<file path="src/hdl/sise_pkg.sv">
// Shared types, codes and defaults of the sorted interval set engine.
package sise_pkg;

  localparam int unsigned MaxRangesDef = 16;
  localparam int unsigned TimeBitsDef  = 16;

  typedef enum logic [1:0] {
    ACT_ADD    = 2'd0,
    ACT_COVERS = 2'd1,
    ACT_SPLIT  = 2'd2,
    ACT_CLEAR  = 2'd3
  } act_e;

  typedef enum logic [1:0] {
    ST_OK    = 2'd0,
    ST_FULL  = 2'd1,
    ST_ORDER = 2'd2
  } status_e;

  // controller -> datapath
  typedef struct packed {
    logic    capture;
    logic    idx_clr;
    logic    idx_inc;
    logic    idx_dec;
    logic    idx_ld_cm1;
    logic    init_add;
    logic    set_split;
    logic    absorb;
    logic    set_j;
    logic    mv_write;
    logic    ins_write;
    logic    cut_write;
    logic    cnt_ld_n;
    logic    cnt_clr;
    logic    res_ld;
    status_e res_st;
    logic    res_cov;
    logic    emit_single;
    logic    emit_range;
  } cmd_t;

  // datapath -> controller
  typedef struct packed {
    act_e act;
    logic idx_eq_cnt;
    logic idx_eq_cnt_m1;
    logic idx_eq_i;
    logic idx_gt_i1;
    logic end_le_a;
    logic a_in_range;
    logic b_lt_a;
    logic b_eq_a;
    logic in_rng;
    logic absorb_ok;
    logic full;
    logic out_free;
  } stat_t;

endpackage

</file>
<file path="src/hdl/sise_ctrl.sv">
// Sequencing state machine of the sorted interval set engine.
module sise_ctrl (
  input  logic            clk_i,
  input  logic            rst_ni,
  input  logic            in_valid_i,
  output logic            in_ready_o,
  input  sise_pkg::stat_t stat_i,
  output sise_pkg::cmd_t  cmd_o
);
  import sise_pkg::*;

  typedef enum logic [19:0] {
    S_IDLE = 20'h00001,
    S_DISP = 20'h00002,
    S_A_FI = 20'h00004,
    S_A_EI = 20'h00008,
    S_A_PI = 20'h00010,
    S_A_FJ = 20'h00020,
    S_A_EJ = 20'h00040,
    S_A_CN = 20'h00080,
    S_SHFD = 20'h00100,
    S_SHWD = 20'h00200,
    S_SHFU = 20'h00400,
    S_SHWU = 20'h00800,
    S_A_WR = 20'h01000,
    S_C_F  = 20'h02000,
    S_C_E  = 20'h04000,
    S_P_FK = 20'h08000,
    S_P_EK = 20'h10000,
    S_P_EM = 20'h20000,
    S_P_FM = 20'h40000,
    S_DONE = 20'h80000
  } state_e;

  state_e state_q, state_d;

  assign in_ready_o = (state_q == S_IDLE);

  always_comb begin
    cmd_o   = '0;
    state_d = state_q;
    unique case (state_q)
      S_IDLE: begin
        if (in_valid_i) begin
          cmd_o.capture = 1'b1;
          cmd_o.idx_clr = 1'b1;
          state_d       = S_DISP;
        end
      end
      S_DISP: begin
        unique case (stat_i.act)
          ACT_ADD: begin
            if (stat_i.b_lt_a) begin
              cmd_o.res_ld = 1'b1;
              cmd_o.res_st = ST_ORDER;
              state_d      = S_DONE;
            end else begin
              state_d = S_A_FI;
            end
          end
          ACT_COVERS: state_d = S_C_F;
          ACT_SPLIT:  state_d = S_P_FK;
          default: begin
            cmd_o.cnt_clr = 1'b1;
            cmd_o.res_ld  = 1'b1;
            state_d       = S_DONE;
          end
        endcase
      end
      S_A_FI: begin
        if (stat_i.idx_eq_cnt) begin
          cmd_o.init_add = 1'b1;
          state_d        = S_A_PI;
        end else begin
          state_d = S_A_EI;
        end
      end
      S_A_EI: begin
        if (stat_i.end_le_a) begin
          cmd_o.idx_inc = 1'b1;
          state_d       = S_A_FI;
        end else begin
          cmd_o.init_add = 1'b1;
          state_d        = S_A_PI;
        end
      end
      S_A_PI: begin
        if (!stat_i.in_rng && stat_i.b_eq_a) begin
          cmd_o.res_ld = 1'b1;
          state_d      = S_DONE;
        end else begin
          state_d = S_A_FJ;
        end
      end
      S_A_FJ: state_d = stat_i.idx_eq_cnt ? S_A_CN : S_A_EJ;
      S_A_EJ: begin
        if (stat_i.absorb_ok) begin
          cmd_o.absorb  = 1'b1;
          cmd_o.idx_inc = 1'b1;
          state_d       = S_A_FJ;
        end else begin
          state_d = S_A_CN;
        end
      end
      S_A_CN: begin
        cmd_o.set_j = 1'b1;
        if (stat_i.full) begin
          cmd_o.res_ld = 1'b1;
          cmd_o.res_st = ST_FULL;
          state_d      = S_DONE;
        end else if (stat_i.idx_eq_i && !stat_i.idx_eq_cnt) begin
          // new range goes in front of the tail: open a slot, top entry first
          cmd_o.idx_ld_cm1 = 1'b1;
          state_d          = S_SHFD;
        end else if (stat_i.idx_gt_i1 && !stat_i.idx_eq_cnt) begin
          state_d = S_SHFU;
        end else begin
          state_d = S_A_WR;
        end
      end
      S_SHFD: state_d = S_SHWD;
      S_SHWD: begin
        cmd_o.mv_write = 1'b1;
        if (stat_i.idx_eq_i) begin
          state_d = S_A_WR;
        end else begin
          cmd_o.idx_dec = 1'b1;
          state_d       = S_SHFD;
        end
      end
      S_SHFU: state_d = S_SHWU;
      S_SHWU: begin
        cmd_o.mv_write = 1'b1;
        if (stat_i.idx_eq_cnt_m1) begin
          state_d = S_A_WR;
        end else begin
          cmd_o.idx_inc = 1'b1;
          state_d       = S_SHFU;
        end
      end
      S_A_WR: begin
        cmd_o.ins_write = 1'b1;
        cmd_o.cnt_ld_n  = 1'b1;
        cmd_o.res_ld    = 1'b1;
        state_d         = S_DONE;
      end
      S_C_F: begin
        if (stat_i.idx_eq_cnt) begin
          cmd_o.res_ld = 1'b1;
          state_d      = S_DONE;
        end else begin
          state_d = S_C_E;
        end
      end
      S_C_E: begin
        if (stat_i.a_in_range) begin
          cmd_o.res_ld  = 1'b1;
          cmd_o.res_cov = 1'b1;
          state_d       = S_DONE;
        end else begin
          cmd_o.idx_inc = 1'b1;
          state_d       = S_C_F;
        end
      end
      S_P_FK: begin
        if (stat_i.idx_eq_cnt) begin
          cmd_o.res_ld = 1'b1;
          state_d      = S_DONE;
        end else begin
          state_d = S_P_EK;
        end
      end
      S_P_EK: begin
        if (stat_i.end_le_a) begin
          cmd_o.idx_inc = 1'b1;
          state_d       = S_P_FK;
        end else begin
          cmd_o.set_split = 1'b1;
          state_d         = S_P_EM;
        end
      end
      S_P_EM: begin
        if (stat_i.out_free) begin
          cmd_o.emit_range = 1'b1;
          cmd_o.cut_write  = stat_i.idx_eq_i && stat_i.in_rng;
          if (stat_i.idx_eq_cnt_m1) begin
            cmd_o.cnt_ld_n = 1'b1;
            state_d        = S_IDLE;
          end else begin
            cmd_o.idx_inc = 1'b1;
            state_d       = S_P_FM;
          end
        end
      end
      S_P_FM: state_d = S_P_EM;
      S_DONE: begin
        if (stat_i.out_free) begin
          cmd_o.emit_single = 1'b1;
          state_d           = S_IDLE;
        end
      end
      default: state_d = S_IDLE;
    endcase
  end

  always_ff @(posedge clk_i or negedge rst_ni) begin
    if (!rst_ni) begin
      state_q <= S_IDLE;
    end else begin
      state_q <= state_d;
    end
  end

endmodule

</file>
<file path="src/hdl/sise_dp.sv">
// Datapath of the sorted interval set engine: range memory, scan registers, result register.
module sise_dp #(
  parameter int unsigned MAX_RANGES = sise_pkg::MaxRangesDef,
  parameter int unsigned TIME_BITS  = sise_pkg::TimeBitsDef,
  localparam int unsigned AW = $clog2(MAX_RANGES),
  localparam int unsigned CW = $clog2(MAX_RANGES + 1)
) (
  input  logic                 clk_i,
  input  logic                 rst_ni,
  input  sise_pkg::cmd_t       cmd_i,
  output sise_pkg::stat_t      stat_o,
  input  logic [1:0]           action_i,
  input  logic [TIME_BITS-1:0] time_a_i,
  input  logic [TIME_BITS-1:0] time_b_i,
  output logic                 out_valid_o,
  input  logic                 out_ready_i,
  output logic                 covered_o,
  output logic                 range_valid_o,
  output logic [TIME_BITS-1:0] range_start_o,
  output logic [TIME_BITS-1:0] range_end_o,
  output logic                 last_o,
  output logic [1:0]           status_o,
  output logic [CW-1:0]        range_count_o
);
  import sise_pkg::*;

  localparam int unsigned TW = TIME_BITS;

  logic [2*TW-1:0] mem_q [MAX_RANGES];
  logic [2*TW-1:0] rd_q;

  logic [1:0]    act_q;
  logic [TW-1:0] a_q, b_q, lo_q, hi_q;
  logic [CW-1:0] cnt_q, idx_q, i_q, j_q, n_q;
  logic          within_q;
  status_e       res_st_q;
  logic          res_cov_q;

  logic          out_valid_q, cov_oq, rv_oq, last_oq;
  logic [TW-1:0] rs_oq, re_oq;
  logic [1:0]    st_oq;
  logic [CW-1:0] rc_oq;

  logic [TW-1:0] rd_start, rd_end;
  logic [CW:0]   idx_p1, n_add, dest;
  logic          idx_eq_i, start_le_a, start_lt_a, out_free;
  logic          wr_en;
  logic [AW-1:0] wr_addr;
  logic [2*TW-1:0] wr_data;

  assign rd_start = rd_q[2*TW-1:TW];
  assign rd_end   = rd_q[TW-1:0];

  assign idx_p1   = {1'b0, idx_q} + {{CW{1'b0}}, 1'b1};
  assign n_add    = {1'b0, cnt_q} + {1'b0, i_q} + {{CW{1'b0}}, 1'b1} - {1'b0, idx_q};
  assign dest     = {1'b0, idx_q} + {1'b0, i_q} + {{CW{1'b0}}, 1'b1} - {1'b0, j_q};
  assign idx_eq_i = (idx_q == i_q);
  assign start_le_a = (rd_start <= a_q);
  assign start_lt_a = (rd_start < a_q);
  assign out_free = !out_valid_q || out_ready_i;

  always_comb begin
    stat_o.act           = act_e'(act_q);
    stat_o.idx_eq_cnt    = (idx_q == cnt_q);
    stat_o.idx_eq_cnt_m1 = (idx_p1 == {1'b0, cnt_q});
    stat_o.idx_eq_i      = idx_eq_i;
    stat_o.idx_gt_i1     = ({1'b0, idx_q} > ({1'b0, i_q} + {{CW{1'b0}}, 1'b1}));
    stat_o.end_le_a      = (rd_end <= a_q);
    stat_o.a_in_range    = start_le_a && (a_q < rd_end);
    stat_o.b_lt_a        = (b_q < a_q);
    stat_o.b_eq_a        = (b_q == a_q);
    stat_o.in_rng        = within_q;
    stat_o.absorb_ok     = (rd_start < b_q) || (idx_eq_i && within_q);
    stat_o.full          = (n_add > (CW+1)'(MAX_RANGES));
    stat_o.out_free      = out_free;
  end

  // one write port, chosen by the command
  always_comb begin
    wr_en   = cmd_i.mv_write || cmd_i.ins_write || cmd_i.cut_write;
    wr_addr = i_q[AW-1:0];
    wr_data = {lo_q, hi_q};
    if (cmd_i.mv_write) begin
      wr_addr = dest[AW-1:0];
      wr_data = rd_q;
    end else if (cmd_i.cut_write) begin
      wr_data = {rd_start, a_q};
    end
  end

  always_ff @(posedge clk_i) begin
    if (wr_en) begin
      mem_q[wr_addr] <= wr_data;
    end
    rd_q <= mem_q[idx_q[AW-1:0]];
  end

  always_ff @(posedge clk_i or negedge rst_ni) begin
    if (!rst_ni) begin
      cnt_q       <= '0;
      idx_q       <= '0;
      out_valid_q <= 1'b0;
    end else begin
      if (cmd_i.cnt_clr) begin
        cnt_q <= '0;
      end else if (cmd_i.cnt_ld_n) begin
        cnt_q <= n_q;
      end
      if (cmd_i.idx_clr) begin
        idx_q <= '0;
      end else if (cmd_i.idx_inc) begin
        idx_q <= idx_p1[CW-1:0];
      end else if (cmd_i.idx_dec) begin
        idx_q <= idx_q - {{(CW-1){1'b0}}, 1'b1};
      end else if (cmd_i.idx_ld_cm1) begin
        idx_q <= cnt_q - {{(CW-1){1'b0}}, 1'b1};
      end
      if (cmd_i.emit_single || cmd_i.emit_range) begin
        out_valid_q <= 1'b1;
      end else if (out_ready_i) begin
        out_valid_q <= 1'b0;
      end
    end
  end

  always_ff @(posedge clk_i) begin
    if (cmd_i.capture) begin
      act_q <= action_i;
      a_q   <= time_a_i;
      b_q   <= time_b_i;
    end
    if (cmd_i.init_add) begin
      i_q      <= idx_q;
      within_q <= !(idx_q == cnt_q) && start_le_a;
      lo_q     <= (!(idx_q == cnt_q) && start_le_a) ? rd_start : a_q;
      hi_q     <= b_q;
    end
    if (cmd_i.set_split) begin
      i_q      <= idx_q;
      within_q <= start_lt_a;
      n_q      <= start_lt_a ? idx_p1[CW-1:0] : idx_q;
    end
    if (cmd_i.absorb && (rd_end > hi_q)) begin
      hi_q <= rd_end;
    end
    if (cmd_i.set_j) begin
      j_q <= idx_q;
      n_q <= n_add[CW-1:0];
    end
    if (cmd_i.res_ld) begin
      res_st_q  <= cmd_i.res_st;
      res_cov_q <= cmd_i.res_cov;
    end
    if (cmd_i.emit_single) begin
      cov_oq  <= res_cov_q;
      rv_oq   <= 1'b0;
      rs_oq   <= '0;
      re_oq   <= '0;
      last_oq <= 1'b1;
      st_oq   <= res_st_q;
      rc_oq   <= cnt_q;
    end else if (cmd_i.emit_range) begin
      cov_oq  <= 1'b0;
      rv_oq   <= 1'b1;
      rs_oq   <= (idx_eq_i && within_q) ? a_q : rd_start;
      re_oq   <= rd_end;
      last_oq <= (idx_p1 == {1'b0, cnt_q});
      st_oq   <= ST_OK;
      rc_oq   <= n_q;
    end
  end

  assign out_valid_o   = out_valid_q;
  assign covered_o     = cov_oq;
  assign range_valid_o = rv_oq;
  assign range_start_o = rs_oq;
  assign range_end_o   = re_oq;
  assign last_o        = last_oq;
  assign status_o      = st_oq;
  assign range_count_o = rc_oq;

  a_cnt_bound: assert property (@(posedge clk_i) disable iff (!rst_ni)
    cnt_q <= CW'(MAX_RANGES))
    else $error("range count above capacity");

  a_wr_in_table: assert property (@(posedge clk_i) disable iff (!rst_ni)
    wr_en |-> ({1'b0, wr_addr} < (AW+1)'(MAX_RANGES)))
    else $error("memory write outside table");

  a_emit_in_list: assert property (@(posedge clk_i) disable iff (!rst_ni)
    cmd_i.emit_range |-> (idx_q < cnt_q))
    else $error("split beat from beyond the list");

  a_no_overrun: assert property (@(posedge clk_i) disable iff (!rst_ni)
    (out_valid_q && !out_ready_i) |-> !(cmd_i.emit_single || cmd_i.emit_range))
    else $error("result register overwritten before taken");

endmodule

</file>
<file path="src/hdl/sorted_interval_set_engine.sv">
// Top level of the sorted interval set engine: controller plus datapath.
// Covers scans ranges in order; add passes, absorbs or moves ranges; split passes ranges,
// then emits the remaining ranges one beat each. Clear needs no scan.
// One operation at a time; the receiver can stall the results.
// Reset empties the list and drops any pending result; range memory is not cleared.
module sorted_interval_set_engine #(
  parameter int unsigned MAX_RANGES = sise_pkg::MaxRangesDef,
  parameter int unsigned TIME_BITS  = sise_pkg::TimeBitsDef,
  localparam int unsigned CW = $clog2(MAX_RANGES + 1)
) (
  input  logic                 clk_i,
  input  logic                 rst_ni,
  input  logic                 in_valid_i,
  output logic                 in_ready_o,
  input  logic [1:0]           action_i,
  input  logic [TIME_BITS-1:0] time_a_i,
  input  logic [TIME_BITS-1:0] time_b_i,
  output logic                 out_valid_o,
  input  logic                 out_ready_i,
  output logic                 covered_o,
  output logic                 range_valid_o,
  output logic [TIME_BITS-1:0] range_start_o,
  output logic [TIME_BITS-1:0] range_end_o,
  output logic                 last_o,
  output logic [1:0]           status_o,
  output logic [CW-1:0]        range_count_o
);
  import sise_pkg::*;

  cmd_t  cmd;
  stat_t stat;

  sise_ctrl u_ctrl (
    .clk_i      (clk_i),
    .rst_ni     (rst_ni),
    .in_valid_i (in_valid_i),
    .in_ready_o (in_ready_o),
    .stat_i     (stat),
    .cmd_o      (cmd)
  );

  sise_dp #(
    .MAX_RANGES (MAX_RANGES),
    .TIME_BITS  (TIME_BITS)
  ) u_dp (
    .clk_i         (clk_i),
    .rst_ni        (rst_ni),
    .cmd_i         (cmd),
    .stat_o        (stat),
    .action_i      (action_i),
    .time_a_i      (time_a_i),
    .time_b_i      (time_b_i),
    .out_valid_o   (out_valid_o),
    .out_ready_i   (out_ready_i),
    .covered_o     (covered_o),
    .range_valid_o (range_valid_o),
    .range_start_o (range_start_o),
    .range_end_o   (range_end_o),
    .last_o        (last_o),
    .status_o      (status_o),
    .range_count_o (range_count_o)
  );

endmodule
</file>
<file path="config.mk">
export PLATFORM = sky130hd
export DESIGN_NAME = sorted_interval_set_engine
export DESIGN_NICKNAME = d
export VERILOG_FILES = /design/src/hdl/sise_pkg.sv /design/src/hdl/sise_ctrl.sv /design/src/hdl/sise_dp.sv /design/src/hdl/sorted_interval_set_engine.sv
export SDC_FILE = /design/constraint.sdc
export NUM_CORES = 1
export LEC_CHECK = 0
export ABC_AREA = 1
export BUFFER_PORTS_ARGS = -buffer_cell sky130_fd_sc_hd__buf_2
export CORE_MARGIN = 1
export CORE_UTILIZATION = 55
export DETAILED_ROUTE_END_ITERATION = 7
export PLACE_DENSITY = 0.78
export SLEW_MARGIN = 20
export SYNTH_ARGS = -nofsm -noshare
export SYNTH_HDL_FRONTEND = slang
export SYNTH_SLANG_ARGS = --single-unit
</file>
<file path="constraint.sdc">
create_clock -name clk_i -period 5.8 [get_ports clk_i]
set_input_delay 0 -clock clk_i [delete_from_list [all_inputs] [get_ports clk_i]]
set_output_delay 0 -clock clk_i [all_outputs]
set_load 0.005 [all_outputs]
</file>
# Word-level counts from Yosys, hierarchy flattened
# Memories as Yosys holds them, arrays and structs flattened. A register that Yosys moved wholly into a read port is not among the register bits.
# Cells that the tools add are included.
# classes
mux,89
order_cmp,9
addsub,10
n_eq_ne,29
n_reduce_logical,29
# ops
operator,count
$pmux W20 S20,1
$mux W20,9
$mux W5,15
$lt A16 B16 Y1,4
$mux W16,4
$mux W32,2
$pmux W20 S3,1
$mux W13,4
$mux W1,34
$le A16 B16 Y1,2
$eq A20 B1 Y1 const B,1
$eq A20 B10 Y1 const B,1
$eq A20 B11 Y1 const B,1
$eq A20 B12 Y1 const B,1
$eq A20 B13 Y1 const B,1
$eq A20 B14 Y1 const B,1
$eq A20 B15 Y1 const B,1
$eq A20 B16 Y1 const B,1
$eq A20 B17 Y1 const B,1
$eq A20 B18 Y1 const B,1
$eq A20 B19 Y1 const B,1
$eq A20 B2 Y1 const B,1
$eq A20 B20 Y1 const B,1
$eq A20 B3 Y1 const B,1
other kinds (43),76
# totals
ramBits,512
inputBits,38
n_memories,1
elab_cells,189
reg_bits,157
# mem_list
memory,words,width,read_ports,rd_ports_with_merged_regs,wr,line_no,source
u_dp.mem_q,16,32,1,1,1,sise_dp.sv:29,logic [2*TW-1:0] mem_q [MAX_RANGES];

# Logic depth before layout (Yosys ltp)
# Gate-level depths: netlist of the first run.
# depth
word_depth,10
depth_mapped,20
ltp_nobuf,20

# By module
# From an unflattened synthesis of the first run, not the netlist that was laid out.
# unflattened
cells_unflattened,2827
area_unflattened_um2,30964.7
# modules_own_cells
module,seq_area_each_um2,area_each_um2,n_inst,cells_each
sise_dp,19733.9,29478.3,1,2608
sise_ctrl,501.7,1486.4,1,219

# Worst setup path after synthesis of the first run
# Ideal clock, no wire load.
# synth_path
path_type,register to register
start,reg u_dp.idx_q[0]
end,"mem u_dp.mem_q[12][0] (netlist bit), enable pin"
stages_incl_launch_ff,14
required_time_ns,5.379
setup_time_ns,0.421
arrival_time_ns,4.263
slack_ns,1.116
period_less_slack_ns,4.684
cell_sequence,dfrtp_1 > buf_2 > clkinv_1 > clkbuf_1 > clkbuf_1 > fa_1 > inv_1 > ha_1 > nor2_1 > fa_1 > xor2_1 > a21oi_1 > nand3_1 > nor2_1
# synth_via
elab_chain_cells,7
word_cells_on_any_way,11
classes_between,add/sub: 3; eq/ne: 1; mux: 5; reduce/logical: 2
# synth_lines
element,line_no,source
start: declaration,sise_dp.sv:34,"logic [CW-1:0] cnt_q, idx_q, i_q, j_q, n_q;"
start signal: assignment,sise_dp.sv:112,idx_q <= idx_p1[CW-1:0];
start signal: assignment,sise_dp.sv:114,"idx_q <= idx_q - {{(CW-1){1'b0}}, 1'b1};"
start signal: assignment,sise_dp.sv:116,"idx_q <= cnt_q - {{(CW-1){1'b0}}, 1'b1};"
"parallel branches: the longest is 7 deep, another holds $add A4 B4 Y4",n/a,
end: declaration,sise_dp.sv:29,
# Parallel ways; which one is timed is not known.

# Final worst setup path of the first run
# layout_path
start,reg u_dp.idx_q[0]
end,"mem u_dp.mem_q[15][30] (netlist bit), enable pin"
# The elaborated chain is that of the path after synthesis.

==> flow_metrics.tcl, run 1 <==
set metrics [dict create \
    grt_pass1_wl_mm 127 \
    dp_hpwl_mm 52.6 \
    clk_path_buf_depth 3 \
    post-route-period-util 0.780 \
    leakage_nw 13.2 \
    setup_ws_ns 1.28 \
    port_buffers 81 \
    utilization 0.630 \
    max_freq_ghz 0.221 \
    cpMostUsedCell "fa_1" \
    postRouteAntennaNets 0 \
    sw_frac_of_total 0.382 \
    drive_gt1_frac 0.125 \
    cp_num_buf_inv 2 \
    wl_per_cell_um 23.6 \
    synth-seq-cells 701 \
    cts_max_level 3 \
    p_total_mw 16.0 \
    layout.area.seq_um2 20200 \
    crit_cells 10 \
    ios 82 \
    syn_inst 2655 \
    synth_area_um2 30600 \
    placedCellCount 3411 \
    drt_iter0_drc 2993 \
    syn_area_per_cell_um2 11.5 \
    grt_max_degree 97 \
    hp-class "input port to asynchronous set/reset pin" \
    clock_sinks 701 \
    pwr-share-seq 0.391 \
    crit_path_start_kind "flip-flop" \
    p_int_mw 9.88 \
    peakVddDrop_mv 0.280 \
    globalRouteOverflowTotal 0 \
    status "complete, but fails checks" \
    clkPwrFrac 0.271 \
    die_h_um 238 \
    whs_ns -0.0120 \
    min_period_ns 4.52 \
    power_density_nw_per_um2 461 \
    max_cap_viol_count 0 \
    cts_buffers 70 \
    fillers 3936 \
    synth-seq-area-share 0.662 \
    cp_data_arrival_time_ns 4.74 \
    setup-tns-final_ns 0 \
    cp_cell_sequence "inv_6 -> fa_1 -> inv_1 -> ha_1 -> nor2_1 -> fa_1 -> xor2_1 -> a21oi_1 -> nand3_1 -> nor2_4" \
    postCtsResizedCells 0 \
    nNetsFinal 2922 \
    multi_input_area_um2 9210 \
    initial_core_util 0.556 \
    finalHoldViolations 6 \
    area_growth_pct 13.3 \
    synthDistinctLibCells 56 \
    ys.flop_type "edfxtp_1" \
    clock-root-buffer "clkbuf_16" \
    viasPerCell 6.17 \
    finClkSkew_ns 0.0174 \
    required_ns 6.02 \
    antenna_found_initial 0 \
    die_w_um 238 \
    crit_path_end_kind "flip-flop" \
    power_frac_comb 0.337 \
    track_usage 0.300 \
    drcViolationCount 0 \
    relSlewSlack 0.224 \
    synthArstFlopShare 0.0442 \
    tritoncts "built" \
    num_rows 86 \
    pre_cts_ws_ns 1.46 \
    fin_cells 3579 \
    reg2regPathDepth 10 \
    drv_slew 0 \
    wirelength_mm 84.4 \
    die_area_um2 56600 \
    clkLatencyLatePin_ns 0.61 \
    violations "hold timing" \
    synth_edf_count 604 \
    drtPass1Iterations 8 \
    crit_slowest_cell "nor2_4" \
    critPathMaxStageDelay_ns 1.02 \
    p_sw_mw 6.11 \
    grt_pass1_vias 21889 \
    yosysWarnings 0 \
    worst_pin_slew_ns 1.16 \
    num_vias 22081 \
    timing_worst_setup_path_type "flip-flop to flip-flop" \
    cp_top_family "simple AND/OR/NAND/NOR gates" \
    syn-num-nets 2803 \
    setup_viol_count_final 0 \
    clkTransAtPathRegs_ns 0.06 \
    path_max_fanout 47 \
    rsz0062_at_grt "false" \
    core_area_um2 55000 \
    globalplace.congestion 0.998 \
]
kinds of logic (layout without fill, tap and decap cells):
family	count (synthesis)	after routing	synth area share
other	0	1	0
DFF	701	701	0.662
AOI/OAI and AO/OA	538	538	0.106
buffers and inverters	319	494	0.0423
adders and majority gates	110	110	0.0470
xor gates and xnor gates	19	19	0.00544
and+or+nand+nor	968	968	0.138
final cells by class:
cell class              count  share of cell area
clock buffers              93              0.0548
inverters                 194              0.0212
repair buffers            172              0.0393
clock inverters            35             0.00794
flip-flops and latches    701               0.584
diodes                      1           0.0000722
well taps                 748              0.0270
multi-input cells        1635               0.266
power by group through the flow:
stage | logic, mW | clock network (mW) | registers [mW]
final | 5.39 | 4.34 | 6.25
after global routing | 5.93 | 4.54 | 6.26
after CTS | 5.25 | 4.36 | 6.22
after detailed placement | 5.18 | 0 | 6.32
after global placement | 4.99 | 0 | 6.32
after floorplan | 3.67 | 0 | 6.08
metrics by stage:
stage	area (um2)	hold slack [ns]
3_5_place_dp	32100	0.101
5_1_grt	34700	0.0852
6_report	34700	-0.0120
2_1_floorplan	30600	-0.296
3_3_place_gp	31800	0.0901
4_1_cts	34600	0.00983
final timing paths:
check                      slack [ns]                endpoint              startpoint
min                             -0.01       u_ctrl.state_q[3]                  rst_ni
min reg2reg                      0.49  u_dp.range_start_o[13]  u_dp.range_start_o[13]
max                              1.28      u_dp.mem_q[15][30]           u_dp.idx_q[0]
min in group clk_i               0.10             u_dp.a_q[3]             time_a_i[3]
max reg2reg                      1.28      u_dp.mem_q[15][30]           u_dp.idx_q[0]
max in group asynchronous        5.25           u_dp.idx_q[0]                  rst_ni
timing repair:
item / in CTS / in global routing
buffers inserted: 0 / 0
endpoints found under the hold margin: 77 / 0
hold buffers: 37 / 0
endpoints found under the setup margin: 0 / 0
layout by cell type, fill, tap and decap left out, types with 10 or more instances in the layout:
master           n
inv_2           21
o22ai_1         39
nand2_1        515
dfrtp_1         26
nor2_1         202
clkinv_2        16
xor2_1          11
inv_1          169
a221oi_1        38
clkinv_1        13
nand2_2         10
nand3_1        114
o221ai_1        39
o21ai_0        207
clkbuf_1        19
nand4_1         46
nor2_4          23
dlygate4sd3_1   37
ha_1           102
edfxtp_1       604
nor3_1          18
buf_2           81
buf_4           42
clkbuf_16       72
dfxtp_1         66
a21oi_1        151
o21ai_2         22
a31oi_1         19
cell usage after synthesis, types with 30 or more instances:
master | count | share of area
edfxtp_1 | 604 | 0.59
a21oi_1 | 151 | 0.025
o21ai_0 | 207 | 0.034
inv_1 | 171 | 0.021
nand2_1 | 516 | 0.063
dfxtp_1 | 66 | 0.043
nand4_1 | 46 | 0.0094
ha_1 | 102 | 0.042
a221oi_1 | 38 | 0.011
dfrtp_1 | 30 | 0.025
o22ai_1 | 39 | 0.0080
nor2_1 | 219 | 0.027
nand3_1 | 114 | 0.019
o221ai_1 | 43 | 0.012
clkbuf_1 | 76 | 0.0093
registers in the layout (all words and copies together), names as in the netlist, 2 cells and up:
name,count
u_dp.range_end_o,16
u_dp.b_q,16
u_dp.range_count_o,5
u_dp.range_start_o,16
u_dp.i_q,5
u_dp.mem_q,512
u_dp.status_o,2
u_dp.cnt_q,5
u_dp.lo_q,16
u_dp.hi_q,16
u_ctrl.state_q,20
u_dp.res_st_q,2
u_dp.a_q,16
u_dp.rd_q,32
u_dp.j_q,4
u_dp.n_q,5
u_dp.idx_q,5
u_dp.act_q,2
metal layers:
layer | track usage | part of all wire | vias to the layer above
met4 | 0.152 | 0.046 | 0
met5 | 0 | 0 | -
met1 | 0.394 | 0.38 | 10568
met3 | 0.0717 | 0.12 | 282
li1 | - | - | 9749
met2 | 0.466 | 0.46 | 1482
(Power assumes the default switching activity.)
==> run 2, diff against run 1 <==
--- a/config.mk
+++ b/config.mk
@@ -5,7 +5,7 @@
 export SDC_FILE = /design/constraint.sdc
 export NUM_CORES = 1
 export LEC_CHECK = 0
-export ABC_AREA = 1
+export ABC_AREA = 0
 export BUFFER_PORTS_ARGS = -buffer_cell sky130_fd_sc_hd__buf_2
 export CORE_MARGIN = 1
 export CORE_UTILIZATION = 55
==> constraint.sdc (replaced) <==
create_clock -name clk_i -period 4.6 [get_ports clk_i]
set_input_delay 0 -clock clk_i [delete_from_list [all_inputs] [get_ports clk_i]]
set_output_delay 0 -clock clk_i [all_outputs]
set_load 0.005 [all_outputs]
==> run 2 against run 1 <==
  * The flow now finishes without violations
  * First-iteration DRC count fell by 31%
  * Critical path depth fell by 2
  * Via count fell by 15%
  * Combinational power fell by 13%
  * Non-clock buffer count fell by 7
  * Sequential power rose by 28%
  * Clock power rose by 32%
  * Sequential share of layout area fell by 0.18 points
  * Register-to-register slack got worse by 0.63 ns
  * Setup slack got worse by 0.63 ns
  * Wire length fell by 11%
  * Utilization rose by 0.94 points
  * Critical path type unchanged
  * Largest power group unchanged
==> flow_metrics.tcl, run 2 <==
set metrics [dict create \
    required_ns 4.91 \
    grt_pass1_vias 18856 \
    postRouteAntennaNets 0 \
    synth-seq-cells 701 \
    num_rows 85 \
    setup_viol_count_final 0 \
    drive_gt1_frac 0.162 \
    clkLatencyLatePin_ns 0.62 \
    synth_top_area_frac 0.595 \
    mostFrequentLayoutCell "edfxtp_1" \
    clkPwrFrac 0.311 \
    worst_pin_slew_ns 0.909 \
    min_period_ns 3.96 \
    yosys.area_share.adder 0.0471 \
    synth_top_area_cell "edfxtp_1" \
    relSlewSlack 0.394 \
    path_max_fanout 22 \
    port_buffers 81 \
    max_cap_viol_count 0 \
    utilization 0.640 \
    syn_area_per_cell_um2 15.0 \
    synthMuxAreaShare 0.110 \
    finClkSkew_ns 0.0215 \
    hp-class "input port to asynchronous set/reset pin" \
    whs_ns 0.00424 \
    sw_frac_of_total 0.315 \
    ios 82 \
    wl_per_cell_um 25.3 \
    pwr-share-seq 0.435 \
    post-route-period-util 0.860 \
    area_growth_pct 14.1 \
    cts_buffers 71 \
    final_cell_area_um2 34800 \
    nNetsFinal 2324 \
    yosys-top-cells-count "edfxtp_1 (604), mux2i_1 (167), nand2_1 (166), inv_1 (106), ha_1 (102)" \
    syn_inst 2032 \
    globalplace.congestion 0.923 \
    crit_path_end_kind "flip-flop" \
    clock_sinks 701 \
    grt_pass1_wl_mm 113 \
    largest_register_ffs 512 \
    die_w_um 237 \
    wirelength_mm 75.2 \
    dpl_cell_area_um2 32100 \
    num_vias 18682 \
    synth-simple-area-share 0.0626 \
    clk_path_buf_depth 3 \
    die_h_um 237 \
    synthArstFlopShare 0.0442 \
    ys.flop_type "edfxtp_1" \
    n_antenna_cell 0 \
    max_freq_ghz 0.253 \
    synth_edf_count 604 \
    antenna_found_initial 4 \
    initial_core_util 0.561 \
    timing_worst_setup_path_type "flip-flop to flip-flop" \
    p_int_mw 12.6 \
    p_sw_mw 5.80 \
    synth-seq-area-share 0.664 \
    synth_top_family_by_area "multiplexers" \
    clock-root-buffer "clkbuf_16" \
    p_total_mw 18.4 \
    power_frac_comb 0.254 \
    status "complete, no violations" \
    finalHoldViolations 0 \
    cp_data_arrival_time_ns 4.27 \
    synth_area_um2 30500 \
    crit_path_start_kind "flip-flop" \
    setup-tns-final_ns 0 \
    peakVddDrop_mv 0.460 \
    top_register "u_dp.mem_q" \
    track_usage 0.270 \
    die_area_um2 56400 \
    drt_iter0_drc 2056 \
    rsz0062_at_grt "false" \
    top_regs "u_dp.mem_q: 512 flops, u_dp.rd_q: 32 flops, u_ctrl.state_q: 20 flops" \
    core_area_um2 54300 \
    synthDistinctLibCells 90 \
    drcViolationCount 0 \
    yosysWarnings 0 \
    viasPerCell 6.28 \
    syn-num-nets 2180 \
    synth_compound_area_frac 0.0803 \
    synth.area.top_cells "edfxtp_1 (59%), mux2i_1 (5.5%), mux4_2 (4.7%), dfxtp_1 (4.3%), ha_1 (4.2%)" \
    yosysMostFrequentCell "edfxtp_1" \
    drtPass1Iterations 6 \
    grt_max_degree 117 \
    drv_slew 0 \
    clkTransAtPathRegs_ns 0.06 \
    synthXorXnorAreaFrac 0.00948 \
    leakage_nw 12.3 \
    dp_hpwl_mm 50.4 \
    tritoncts "built" \
    globalRouteOverflowTotal 0 \
    power_density_nw_per_um2 529 \
    layout_common_cells "edfxtp_1 (604), mux2i_1 (167), nand2_1 (166), inv_1 (106), ha_1 (102)" \
    cts_max_level 3 \
    fillers 3761 \
]
==> run 2: layer usage <==
layer	global-route usage	wire length (um)	up-vias
li1	-	-	8161
met1	0.366	30000	9339
met2	0.436	35900	995
met3	0.0530	6680	183
met4	0.103	2610	4
met5	0	27	-
==> run 2: path summary, 6_finish.rpt <==
| path | slack [ns] | cells after the start | start | end |
|---|---|---|---|---|
| hold / removal | 0.004 | 2 | rst_ni | u_dp.idx_q[1] |
| setup / recovery | 0.64 | 8 | u_ctrl.state_q[17] | u_dp.mem_q[1][22] |
| hold reg to reg | 0.45 | 2 | u_dp.range_end_o[10] | u_dp.range_end_o[10] |
| max in group asynchronous | 4.01 | 2 | rst_ni | u_dp.idx_q[0] |
| min in group clk_i | 0.08 | 2 | time_b_i[9] | u_dp.b_q[9] |
| setup reg to reg | 0.64 | 8 | u_ctrl.state_q[17] | u_dp.mem_q[1][22] |
==> run 2: layout make-up <==
class / count / area [um2] / share of cell area
Tap cell: 739 / 925 / 0.0266
Inverter: 110 / 413 / 0.0119
Multi-Input combinational cell: 1127 / 9590 / 0.276
Sequential cell: 701 / 20200 / 0.582
Clock inverter: 40 / 383 / 0.0110
Clock buffer: 91 / 1930 / 0.0554
Timing Repair Buffer: 165 / 1290 / 0.0371
==> run 2: cells by family after synthesis <==
| group | Yosys count |
|---|---|
| fa+ha+maj | 110 |
| buf+inv | 204 |
| flops | 701 |
| simple gates | 379 |
| xor+xnor | 33 |
| compound gates | 352 |
| mux | 253 |
==> run 2: repair_timing <==
item / CTS / global route
hold endpoints to repair: 76 / 0
buffers inserted: 0 / 0
hold buffers: 37 / 0
resized for setup: 0 / 0
==> run 2: power by group through the flow <==
stage | clock network, mW | logic (mW) | registers, mW
finish | 5.71 | 4.67 | 8.00
CTS | 5.76 | 4.62 | 7.98
detailed placement | 0 | 4.54 | 8.11
global route | 6.00 | 5.11 | 8.02
global placement | 0 | 4.42 | 8.10
floorplan | 0 | 3.27 | 7.79
==> run 2: metrics by stage <==
step                cells  setup slack [ns]
floorplan            2032            0.0702
global placement     2805             0.768
detailed placement   2805             0.690
CTS                  2973             0.690
global route         2973             0.555
finish               2973             0.644
==> run 2: worst max-delay path, cell delays in order, from the launching register on <==
cell     delay (ns)
dfrtp_1        0.46
or4_4          0.61
nor3_2         0.28
nand3_2        0.15
nor4_1         0.64
nor2_1         0.24
o32a_1         0.53
nor2_4         0.46
buf_12         0.25
